[src/rtl/mfp_pkg.sv]
package mfp_pkg;

    localparam int NUM_CHANNELS = 16;
    localparam int CH_WIDTH     = 4;
    localparam int SEL_WIDTH    = 5;

    // Upper nibble of a MIDI status byte
    localparam logic [3:0] TYPE_NOTE_OFF = 4'h8;
    localparam logic [3:0] TYPE_NOTE_ON  = 4'h9;
    localparam logic [3:0] TYPE_CONTROL  = 4'hB;

    // Controller numbers and values
    localparam logic [6:0] CTRL_PORTA   = 7'd65;
    localparam logic [6:0] CTRL_ALL_OFF = 7'd123;
    localparam logic [6:0] PORTA_ON_VAL = 7'd127;
    localparam logic [6:0] PORTA_THRESH = 7'd64;

    // channel_select values
    localparam logic [SEL_WIDTH-1:0] SEL_ALL = 5'd0;
    localparam logic [SEL_WIDTH-1:0] SEL_MAX = 5'd16;

endpackage

[src/rtl/midi_fingered_portamento_core.sv]
// Channel   Direction  Handshake            Transaction
// s_*       in         s_valid / s_ready    one 3-byte MIDI message + frame offset
// m_*       out        m_valid / m_ready    one emitted message, m_last on the final one
// cfg_*     in         cfg_valid / cfg_ready  channel_select write (always ready)
//
// Two-stage flow: accept (count RAM read issued) -> execute (count updated, results
// loaded into the output register). Results reach m_* from the output register, which
// execute loads only when the output register is free.
// One input per cycle while m_ready is high and each yields one result; an input that
// also emits portamento keeps the output register for both, one per ready cycle.
// Reset: counts read as zero through per-channel valid bits, enable set,
// channel_select cleared. No clearing pass.
// A stalled m_ready backs up into the execute stage, then into s_ready.
module midi_fingered_portamento_core
    import mfp_pkg::*;
#(
    parameter int COUNT_WIDTH = 8
) (
    input  logic                 aclk,
    input  logic                 aresetn,

    input  logic                 s_valid,
    output logic                 s_ready,
    input  logic [7:0]           s_status_byte,
    input  logic [7:0]           s_data_one,
    input  logic [7:0]           s_data_two,
    input  logic [15:0]          s_frame_offset,

    output logic                 m_valid,
    input  logic                 m_ready,
    output logic [7:0]           m_out_status,
    output logic [7:0]           m_out_data_one,
    output logic [7:0]           m_out_data_two,
    output logic [15:0]          m_out_offset,
    output logic                 m_last,

    input  logic                 cfg_valid,
    output logic                 cfg_ready,
    input  logic [SEL_WIDTH-1:0] cfg_channel_select
);

    localparam logic [COUNT_WIDTH-1:0] COUNT_MAX = {COUNT_WIDTH{1'b1}};

    // ---------------- configuration ----------------
    logic [SEL_WIDTH-1:0] chan_sel_reg;

    assign cfg_ready = 1'b1;

    always_ff @(posedge aclk) begin
        if (!aresetn) begin
            chan_sel_reg <= SEL_ALL;
        end else if (cfg_valid && cfg_ready) begin
            chan_sel_reg <= cfg_channel_select;
        end
    end

    // ---------------- execute stage registers ----------------
    logic        ex_valid_reg;
    logic [7:0]  ex_status_reg;
    logic [7:0]  ex_data_one_reg;
    logic [7:0]  ex_data_two_reg;
    logic [15:0] ex_offset_reg;

    logic        s_fire;
    logic        ex_fire;
    logic        out_free;

    assign s_fire  = s_valid && s_ready;
    assign ex_fire = ex_valid_reg && out_free;
    assign s_ready = !ex_valid_reg || out_free;

    always_ff @(posedge aclk) begin
        if (!aresetn) begin
            ex_valid_reg <= 1'b0;
        end else if (s_fire) begin
            ex_valid_reg <= 1'b1;
        end else if (ex_fire) begin
            ex_valid_reg <= 1'b0;
        end
    end

    always_ff @(posedge aclk) begin
        if (s_fire) begin
            ex_status_reg   <= s_status_byte;
            ex_data_one_reg <= s_data_one;
            ex_data_two_reg <= s_data_two;
            ex_offset_reg   <= s_frame_offset;
        end
    end

    // ---------------- count memory ----------------
    logic [CH_WIDTH-1:0]    ex_ch;
    logic [CH_WIDTH-1:0]    ram_rd_addr;
    logic [COUNT_WIDTH-1:0] ram_rd_data;
    logic                   ram_wr_en;
    logic [COUNT_WIDTH-1:0] cnt_new;
    logic                   cnt_wr;

    assign ex_ch = ex_status_reg[3:0];
    // Re-read the held item's entry while it waits so the data stays current
    assign ram_rd_addr = s_fire ? s_status_byte[3:0] : ex_ch;
    assign ram_wr_en   = ex_fire && cnt_wr;

    mfp_ram #(
        .WIDTH (COUNT_WIDTH),
        .DEPTH (NUM_CHANNELS)
    ) u_count_ram (
        .aclk    (aclk),
        .wr_en   (ram_wr_en),
        .wr_addr (ex_ch),
        .wr_data (cnt_new),
        .rd_addr (ram_rd_addr),
        .rd_data (ram_rd_data)
    );

    // Per-channel written flags: unwritten entries read as zero after reset
    logic [NUM_CHANNELS-1:0] cnt_vld_reg;
    // Last cycle's write, which the RAM read in the same cycle missed
    logic                    fwd_valid_reg;
    logic [CH_WIDTH-1:0]     fwd_addr_reg;
    logic [COUNT_WIDTH-1:0]  fwd_data_reg;

    always_ff @(posedge aclk) begin
        if (!aresetn) begin
            cnt_vld_reg   <= '0;
            fwd_valid_reg <= 1'b0;
        end else begin
            fwd_valid_reg <= ram_wr_en;
            if (ram_wr_en) begin
                cnt_vld_reg[ex_ch] <= 1'b1;
            end
        end
    end

    always_ff @(posedge aclk) begin
        if (ram_wr_en) begin
            fwd_addr_reg <= ex_ch;
            fwd_data_reg <= cnt_new;
        end
    end

    // ---------------- execute logic ----------------
    logic                   power_on_reg;
    logic                   power_next;
    logic [COUNT_WIDTH-1:0] cnt_cur;
    logic [3:0]             ex_type;
    logic [6:0]             ex_d1;
    logic [6:0]             ex_d2;
    logic [SEL_WIDTH-1:0]   sel_clamped;
    logic                   ex_active;
    logic                   is_off;
    logic                   is_on;
    logic                   ex_gen;
    logic                   ex_gen_on;
    logic                   ex_swallow;

    assign ex_type     = ex_status_reg[7:4];
    assign ex_d1       = ex_data_one_reg[6:0];
    assign ex_d2       = ex_data_two_reg[6:0];
    assign sel_clamped = (chan_sel_reg > SEL_MAX) ? SEL_MAX : chan_sel_reg;
    assign ex_active   = power_on_reg &&
                         ((sel_clamped == SEL_ALL) ||
                          (ex_ch == CH_WIDTH'(sel_clamped - 5'd1)));
    // Note-on with zero velocity behaves as note-off
    assign is_off = (ex_type == TYPE_NOTE_OFF) ||
                    ((ex_type == TYPE_NOTE_ON) && (ex_d2 == 7'd0));
    assign is_on  = (ex_type == TYPE_NOTE_ON) && (ex_d2 != 7'd0);

    always_comb begin
        if (fwd_valid_reg && (fwd_addr_reg == ex_ch)) begin
            cnt_cur = fwd_data_reg;
        end else if (cnt_vld_reg[ex_ch]) begin
            cnt_cur = ram_rd_data;
        end else begin
            cnt_cur = '0;
        end

        cnt_new    = cnt_cur;
        cnt_wr     = 1'b0;
        ex_gen     = 1'b0;
        ex_gen_on  = 1'b0;
        ex_swallow = 1'b0;
        power_next = power_on_reg;

        if (is_off) begin
            // Decrement clamped at zero; portamento-off if active and it lands on zero
            cnt_wr = 1'b1;
            if (cnt_cur != '0) begin
                cnt_new = cnt_cur - COUNT_WIDTH'(1);
            end
            ex_gen = ex_active && (cnt_new == '0);
        end else if (is_on) begin
            // Saturated count: no change, nothing generated
            if (cnt_cur != COUNT_MAX) begin
                cnt_wr    = 1'b1;
                cnt_new   = cnt_cur + COUNT_WIDTH'(1);
                ex_gen    = ex_active && (cnt_cur == '0);
                ex_gen_on = 1'b1;
            end
        end else if (ex_type == TYPE_CONTROL) begin
            if (ex_d1 == CTRL_ALL_OFF) begin
                cnt_wr  = 1'b1;
                cnt_new = '0;
                ex_gen  = ex_active;
            end else if ((ex_d1 == CTRL_PORTA) && ex_active) begin
                ex_swallow = 1'b1;
                power_next = (ex_d2 >= PORTA_THRESH);
            end
        end
    end

    always_ff @(posedge aclk) begin
        if (!aresetn) begin
            power_on_reg <= 1'b1;
        end else if (ex_fire) begin
            power_on_reg <= power_next;
        end
    end

    // ---------------- output register ----------------
    // Holds up to two results: optional generated CC65, then the pass-through.
    logic        out_gen_reg;
    logic        out_pass_reg;
    logic        out_gen_on_reg;
    logic [7:0]  out_status_reg;
    logic [7:0]  out_data_one_reg;
    logic [7:0]  out_data_two_reg;
    logic [15:0] out_offset_reg;
    logic        m_fire;

    assign m_valid  = out_gen_reg || out_pass_reg;
    assign m_last   = out_gen_reg ? !out_pass_reg : 1'b1;
    assign m_fire   = m_valid && m_ready;
    assign out_free = !m_valid || (m_fire && m_last);

    assign m_out_status   = out_gen_reg ? {TYPE_CONTROL, out_status_reg[3:0]} : out_status_reg;
    assign m_out_data_one = out_gen_reg ? {1'b0, CTRL_PORTA} : out_data_one_reg;
    assign m_out_data_two = out_gen_reg ? {1'b0, (out_gen_on_reg ? PORTA_ON_VAL : 7'd0)}
                                        : out_data_two_reg;
    assign m_out_offset   = out_offset_reg;

    always_ff @(posedge aclk) begin
        if (!aresetn) begin
            out_gen_reg  <= 1'b0;
            out_pass_reg <= 1'b0;
        end else if (ex_fire) begin
            out_gen_reg  <= ex_gen;
            out_pass_reg <= !ex_swallow;
        end else if (m_fire) begin
            if (out_gen_reg) begin
                out_gen_reg <= 1'b0;
            end else begin
                out_pass_reg <= 1'b0;
            end
        end
    end

    always_ff @(posedge aclk) begin
        if (ex_fire) begin
            out_gen_on_reg   <= ex_gen_on;
            out_status_reg   <= ex_status_reg;
            out_data_one_reg <= ex_data_one_reg;
            out_data_two_reg <= ex_data_two_reg;
            out_offset_reg   <= ex_offset_reg;
        end
    end

    // ---------------- assertions ----------------
    // A generated message is always followed by its pass-through
    a_gen_has_pass: assert property (@(posedge aclk) disable iff (!aresetn)
        out_gen_reg |-> out_pass_reg)
        else $error("generated message without pass-through");

    // Generation only on an active channel
    a_gen_active: assert property (@(posedge aclk) disable iff (!aresetn)
        (ex_fire && ex_gen) |-> ex_active)
        else $error("portamento generated on inactive channel");

    // Enable flag moves only when an item leaves execute
    a_power_change: assert property (@(posedge aclk) disable iff (!aresetn)
        !$stable(power_on_reg) |-> $past(ex_fire))
        else $error("enable changed without an executed item");

    // A swallowed item leaves no result behind
    a_swallow_empty: assert property (@(posedge aclk) disable iff (!aresetn)
        (ex_fire && ex_swallow) |=> !m_valid)
        else $error("swallowed item produced a result");

    // Forwarded entry is always marked written
    a_fwd_valid: assert property (@(posedge aclk) disable iff (!aresetn)
        fwd_valid_reg |-> cnt_vld_reg[fwd_addr_reg])
        else $error("forwarded entry not marked written");

endmodule

[src/rtl/mfp_ram.sv]
module mfp_ram #(
    parameter int WIDTH = 8,
    parameter int DEPTH = 16
) (
    input  logic                     aclk,
    input  logic                     wr_en,
    input  logic [$clog2(DEPTH)-1:0] wr_addr,
    input  logic [WIDTH-1:0]         wr_data,
    input  logic [$clog2(DEPTH)-1:0] rd_addr,
    output logic [WIDTH-1:0]         rd_data
);

    logic [WIDTH-1:0] mem [DEPTH];

    // Read returns old data on a same-address write
    always_ff @(posedge aclk) begin
        if (wr_en) begin
            mem[wr_addr] <= wr_data;
        end
        rd_data <= mem[rd_addr];
    end

endmodule

[config.mk]
export PLATFORM = sky130hd
export DESIGN_NAME = midi_fingered_portamento_core
export DESIGN_NICKNAME = d
export VERILOG_FILES = /design/src/rtl/mfp_pkg.sv /design/src/rtl/midi_fingered_portamento_core.sv /design/src/rtl/mfp_ram.sv
export SDC_FILE = /design/constraint.sdc
export NUM_CORES = 1
export LEC_CHECK = 0
export BUFFER_PORTS_ARGS = -buffer_cell sky130_fd_sc_hd__buf_4
export CAP_MARGIN = 20
export CORE_MARGIN = 5
export CORE_UTILIZATION = 50
export DETAILED_ROUTE_END_ITERATION = 10
export PLACE_DENSITY_LB_ADDON = 0.08
export REMOVE_ABC_BUFFERS = 1
export SYNTH_ARGS = -nofsm -noshare
export SYNTH_HDL_FRONTEND = slang
export SYNTH_SLANG_ARGS = --single-unit
export TNS_END_PERCENT = 20
[constraint.sdc]
create_clock -name aclk -period 4.8 [get_ports aclk]
set_input_delay 0.24 -clock aclk [delete_from_list [all_inputs] [get_ports aclk]]
set_output_delay 0.24 -clock aclk [all_outputs]
set_load 0.05 [all_outputs]
==> results of run 1 <==
-- through the flow --
| step | hold slack, ns | setup WS [ns] |
|---|---|---|
| after floorplan | 0.302 | -1.69 |
| after global placement | 0.401 | 0.535 |
| after detailed placement | 0.405 | 0.288 |
| after CTS | 0.0195 | 0.256 |
| after global routing | 0.0461 | 0.00732 |
| final | 0.0463 | 0.320 |
-- Yosys cell counts, types with 4 or more instances --
| master | instances |
|---|---|
| dfxtp_1 | 34 |
| ha_1 | 4 |
| xnor2_1 | 7 |
| buf_6 | 4 |
| nor4_1 | 7 |
| nor3_1 | 17 |
| inv_1 | 14 |
| a2bb2oi_4 | 4 |
| xor2_1 | 4 |
| a21oi_1 | 5 |
| nand2b_1 | 7 |
| nor2_1 | 23 |
| nand3_2 | 5 |
| edfxtp_1 | 221 |
| nand2_1 | 45 |
| buf_2 | 6 |
| or2_2 | 8 |
| o31ai_1 | 4 |
| and2_1 | 4 |
| mux4_2 | 33 |
| clkbuf_1 | 9 |
| buf_4 | 10 |
| nor2b_1 | 15 |
| o21ai_0 | 38 |
| mux2i_1 | 34 |
-- cell families after synthesis --
| kind of cell | synth area share [%] |
|---|---|
| adder cells (fa/ha/maj) | 0.571 |
| AND/OR/NAND/NOR | 8.25 |
| buffers and inverters | 2.34 |
| multiplexers | 11.2 |
| flip-flops | 69.5 |
| AO/OA/AOI/OAI | 6.90 |
| XOR/XNOR | 1.22 |
| other | 0.0356 |
-- worst max-delay path, cell delays in order, from the launching register on --
cell and delay [ns]:
edfxtp_1 0.57, mux4_1 0.62, nand2_1 0.10, and4_4 0.27
a2bb2oi_2 0.25, inv_1 0.13, ha_1 0.29, nand2_1 0.12
a211oi_1 0.06, a22oi_1 0.37, o31ai_2 0.20, inv_2 0.15
o21ai_4 0.07, or2_1 0.31, nor2_1 0.59
-- power by group through the flow --
stage                     clock network (mW)  logic, mW  registers [mW]
after floorplan                            0      0.177            2.54
after global placement                     0      0.320            2.52
after detailed placement                   0      0.324            2.52
after CTS                               1.95      0.356            2.47
after global routing                    2.05      0.375            2.48
final                                   1.91      0.351            2.47
-- layout make-up --
cell class              instances  area (um2)  share of cell area, %
flip-flops and latches        255        7320                   56.6
multi-input cells             342        2990                   23.1
repair buffers                171        1400                   10.9
clock buffers                  29         662                   5.12
well taps                     275         344                   2.66
clock inverters                17         145                   1.12
inverters                      16        62.6                  0.484
-- worst paths after layout --
path / start / to / depth (start not counted)
setup reg to reg: ex_status_reg[0]$_DFFE_PP_ / u_count_ram.mem[13][3]$_DFFE_PP_ / 14
setup / recovery: ex_status_reg[0]$_DFFE_PP_ / u_count_ram.mem[13][3]$_DFFE_PP_ / 14
hold reg to reg: ex_offset_reg[12]$_DFFE_PP_ / m_out_offset[12]$_DFFE_PP_ / 0
hold / removal: aresetn / power_on_reg$_SDFFE_PN1P_ / 2
-- layer usage --
metal  global-route usage [%]  wire length (um)
met1                     26.1             10000
met2                     32.8             11400
met3                     3.12              1200
met4                     6.14               749
met5                        0                 0
-- repair_timing --
action	in CTS	in global routing
hold endpoints to repair	46	0
gates resized for setup	0	0
hold buffers	46	0
-- layout by cell type, fill, tap and decap left out, types with 4 or more instances in the layout --
cell	instances
edfxtp_1	221
buf_4	124
dlygate4sd3_1	46
nand2_1	45
o21ai_0	38
dfxtp_1	34
mux4_2	33
mux2i_1	31
clkbuf_16	26
nor2_1	23
nor3_1	17
nor2b_1	15
inv_1	13
or2_2	8
nand2b_1	7
nor4_1	7
xnor2_1	7
clkinv_1	6
clkinv_2	6
nand3_2	5
a21oi_1	5
o31ai_1	4
a2bb2oi_4	4
xor2_1	4
ha_1	4
==> impl_metrics.yaml, run 1 <==
power:
  power_density_mw_per_mm2: 366
  power_frac_comb_pct: 7.4
  p_sw_share_pct: 21.9
  power_frac_seq_pct: 52.3
  internal-power_mw: 3.70
  pwr-share-clk_pct: 40.3
  p_sw_mw: 1.04
  leakage_nw: 4.89
  p_total_mw: 4.74
  ir_drop_v: 0.000293
logic_synthesis:
  synthCells: 642
  synth_ff_type: "edfxtp_1"
  synth_top_area_share_pct: 63.1
  synthArstFlopShare_pct: 0
  netlist_area_mm2: 0.0105
  ys_seq_area_share_pct: 69.5
  synth_edf_count: 221
  synth_area_leaders: "edfxtp_1 63%, mux4_2 7.1%, dfxtp_1 6.5%"
  synth.avg_cell_area_um2: 16.4
  yosys.area.top_type: "edfxtp_1"
  synth_cell_types: 74
  ys_seq_elements: 255
  ys_warn_count: 0
timing:
  period_share_pct: 93.3
  relSlewSlack_pct: 30.4
  finalHoldViolations: 0
  finalSetupTns_ns: 0
  fmax_ghz: 0.223
  finalCriticalPeriod_ns: 4.48
  rsz0062_at_grt: "no"
  clock_skew_ns: 0.0116
  maxSlewViolCount: 0
  setup_violations: 0
  worst_slew_pin_slew_ns: 1.02
critical_path:
  crit_type: "flip-flop to flip-flop"
  start_kind: "flip-flop"
  path_max_fanout: 10
  cp-end-kind: "flip-flop"
  rrSetupSlack_ns: 0.32
  critPathRequiredTime_ns: 4.96
  crit_arrival_ns: 4.64
place:
  io_buffers: 92
  place_congestion: 0.850
  dp_hpwl_um: 15800
  dpl-instance-area_mm2: 0.0117
  dp_cells: 1013
layout:
  fillCellCount: 1532
  drive_gt1_share_pct: 28.4
  num_antenna_cells: 0
  fin_area_mm2: 0.0129
  nets: 866
  largest_reg_flops: 128
  top_register: "u_count_ram.mem"
  final_util_pct: 61.9
  fin_cells: 1105
  syn2layout_area_growth_pct: 22.8
die:
  pin_count: 94
  fp.dieH_um: 155
  dieArea_mm2: 0.0240
  initial_core_util_pct: 50.4
  coreArea_mm2: 0.0209
  rows: 53
  die_w_um: 155
cts:
  clockRootBuffer: "clkbuf_16"
  cts_buffer_depth: 3
  numCtsBuffers: 26
  clock_latency_ns: 0.53
  cts_setup_buffers: 0
  clk_pin_slew_ns: 0.06
  cts_max_level: 1
  cts_sinks: 255
  cts_tree: "done"
drt:
  via_count: 6054
  dr.pass1.iters: 7
  wl_per_cell_um: 21.1
  drc_errors: 0
  ant_nets: 0
  drtIter0Drc: 359
  wl_um: 23300
  drt-vias-per-instance: 5.48
run:
  cap_violations: 0
global_route:
  grt_pass1_vias: 6354
  grtUsageTotal_pct: 19.4
  grt_pass1_wl_um: 36400
  grt_overflow: 0
  grt_max_degree: 43
  antenna_found_initial: 0
hold_path:
  worstHoldPathType: "input port to flip-flop"
run_status:
  status: "complete, no violations"
Power figures use the tool's default switching activity.
==> run 2: changes to the inputs <==
- SYNTH_HIERARCHICAL: not set -> 1
==> run 2 against run 1 <==
  * Final cell count decreased by 0.72%
  * Clock power decreased by 4%
  * Critical path depth increased by 4
  * Register-to-register slack improved by 0.35 ns
  * Via count decreased by 0.23%
  * Highest routed layer unchanged
==> impl_metrics.yaml, run 2 <==
run_status:
  status: "complete, no violations"
layout:
  nets: 863
  num_antenna_cells: 0
  final_cell_mix: "221 x edfxtp_1, 128 x buf_4, 46 x dlygate4sd3_1"
  largest_reg_flops: 128
  syn2layout_area_growth_pct: 22.6
  fin_cells: 1097
  top_register: "u_count_ram/mem"
  fillCellCount: 1475
  final_common_cell: "edfxtp_1"
  drive_gt1_share_pct: 25.5
critical_path:
  reg2reg_from: "ex_status_reg[0]$_DFFE_PP_"
  r2r-end: "u_count_ram/mem[7][3]$_DFFE_PP_"
  crit_arrival_ns: 4.41
  cp-end-kind: "flip-flop"
  rrSetupSlack_ns: 0.67
  critPathRequiredTime_ns: 5.08
  path_max_fanout: 15
  reg2reg_depth: 18
  crit_type: "flip-flop to flip-flop"
  start_kind: "flip-flop"
timing:
  fin_ws_ns: 0.669
  setup_violations: 0
  finalCriticalPeriod_ns: 4.13
  fmax_ghz: 0.242
  finalHoldViolations: 0
  worst_slew_pin_slew_ns: 0.807
  clock_skew_ns: 0.0126
  worst_hold_slack_ns: 0.0336
  maxSlewViolCount: 0
  relSlewSlack_pct: 46.2
  finalSetupTns_ns: 0
  rsz0062_at_grt: "no"
  period_share_pct: 86.1
place:
  io_buffers: 92
  place_congestion: 0.916
  dp_cells: 1005
  dp_hpwl_um: 14700
  dp_slack_ns: 0.700
drt:
  drt-vias-per-instance: 5.51
  dr.pass1.iters: 5
  wl_um: 22300
  drtIter0Drc: 368
  wl_per_cell_um: 20.3
  via_count: 6040
  ant_nets: 0
  drc_errors: 0
logic_synthesis:
  synth.avg_cell_area_um2: 16.3
  ys_seq_elements: 255
  netlist_area_mm2: 0.0104
  synthArstFlopShare_pct: 0
  ys_warn_count: 6
  synth_edf_count: 221
  synth_cell_types: 62
  yosys.area.top_type: "edfxtp_1"
  synth_area_leaders: "edfxtp_1 64%, dfxtp_1 6.6%, mux4_2 4.8%"
  synthCells: 638
  synth_ff_type: "edfxtp_1"
  synth_top_cells_by_count: "221 x edfxtp_1, 40 x nand2_1, 36 x nor2_1, 34 x dfxtp_1"
  synth_top_area_share_pct: 64.0
  synth_most_common_cell: "edfxtp_1"
  ys_seq_area_share_pct: 70.5
cts:
  cts_setup_buffers: 0
  clockRootBuffer: "clkbuf_16"
  cts_max_level: 1
  cts_tree: "done"
  clk_pin_slew_ns: 0.06
  numCtsBuffers: 26
  cts_buffer_depth: 3
  cts_sinks: 255
  clock_latency_ns: 0.52
power:
  leakage_nw: 4.82
  p_total_mw: 4.66
  power_density_mw_per_mm2: 366
  ir_drop_v: 0.000315
die:
  initial_core_util_pct: 51.0
  dieArea_mm2: 0.0237
  die_w_um: 154
  coreArea_mm2: 0.0204
  fp.dieH_um: 154
  rows: 52
  pin_count: 94
global_route:
  grt_pass1_wl_um: 34600
  grt_pass1_vias: 5991
  grt_max_degree: 45
  grt_overflow: 0
  antenna_found_initial: 0
  grtUsageTotal_pct: 18.6
hold_path:
  worstHoldPathCells: 3
  min_from: "cfg_valid"
  min_to: "chan_sel_reg[1]$_SDFFE_PN0P_"
  worstHoldPathType: "input port to flip-flop"
run:
  cap_violations: 0
==> run 2: changes by cell type after synthesis, moves of 11 or more <==
cell     change
o21ai_0     -19
a22oi_1     +15
mux4_1      +11
mux2i_1     -25
mux4_2      -11
o21a_1      +18
nor2_1      +13
==> run 2: worst max path at each step <==
stage / start / slack (ns) / to
4_1_cts: ex_status_reg[0]$_DFFE_PP_ / 0.70 / u_count_ram/mem[7][5]$_DFFE_PP_
3_5_place_dp: ex_status_reg[0]$_DFFE_PP_ / 0.70 / u_count_ram/mem[0][1]$_DFFE_PP_
2_1_floorplan: out_gen_reg$_SDFFE_PN0P_ / -0.31 / u_count_ram/rd_data[0]$_DFF_P_
5_1_grt: ex_status_reg[0]$_DFFE_PP_ / 0.27 / u_count_ram/mem[7][5]$_DFFE_PP_
6_report: ex_status_reg[0]$_DFFE_PP_ / 0.67 / u_count_ram/mem[7][3]$_DFFE_PP_
3_3_place_gp: ex_status_reg[0]$_DFFE_PP_ / 0.74 / u_count_ram/mem[1][0]$_DFFE_PP_
==> run 2: layer usage <==
metal / vias to the layer above / wire (um) / part of all wire [%] / global-route usage (%)
li1: 2846 / - / - / -
met1: 2966 / 9830 / 44 / 26.2
met2: 184 / 10700 / 48 / 30.2
met3: 44 / 1090 / 4.9 / 2.67
met4: 0 / 696 / 3.1 / 5.80
met5: - / 0 / 0 / 0
==> run 2: timing repair <==
action                                 CTS  global route
endpoints found under the hold margin   46             0
resized for setup                        0             0
hold buffers                            46             0
==> run 2: power by group <==
part,total (mW),internal [mW],switching [mW]
Clock,1.84,1.05,0.787
Sequential,2.48,2.45,0.0339
Combinational,0.337,0.144,0.194
Total,4.66,3.64,1.01
==> run 2: layout make-up <==
cell class                 count  area [um2]  share of cell area (%)
sequential                   255        7320                    57.5
clock inverter                13         101                   0.796
multi-input combinational    338        2820                    22.2
clock buffer                  33         677                    5.32
timing repair buffer         174        1420                    11.2
tap                          270         338                    2.65
inverter                      14        52.6                   0.413
==> run 2: through the flow <==
step	cell area [um2]	utilization, %
6_report	12700	62.5
5_1_grt	12700	62.5
4_1_cts	12700	62.5
3_5_place_dp	11500	56.4
3_3_place_gp	11500	56.4
2_1_floorplan	10200	-
==> run 2: cell families after synthesis <==
| family | after synthesis | share of synthesized area [%] |
|---|---|---|
| DFF | 255 | 70.5 |
| and+or+nand+nor | 170 | 8.31 |
| AOI/OAI and AO/OA | 98 | 7.19 |
| muxes | 50 | 9.77 |
| buffers and inverters | 45 | 2.44 |
| xor gates and xnor gates | 15 | 1.27 |
| adders and majority gates | 4 | 0.482 |
| other | 1 | 0.0361 |
==> run 2: worst max-delay path, stage by stage (launching register included) <==
cell	delay, ns
edfxtp_1	0.51
buf_4	0.29
xnor2_1	0.14
nand2_1	0.25
nor2_1	0.39
buf_4	0.21
a2bb2oi_1	0.06
buf_4	0.15
inv_1	0.09
ha_1	0.24
o2111ai_1	0.12
o2bb2ai_1	0.34
a311oi_4	0.17
o21ai_4	0.17
inv_1	0.10
buf_4	0.21
nand3b_1	0.17
nor2_1	0.07
buf_4	0.19
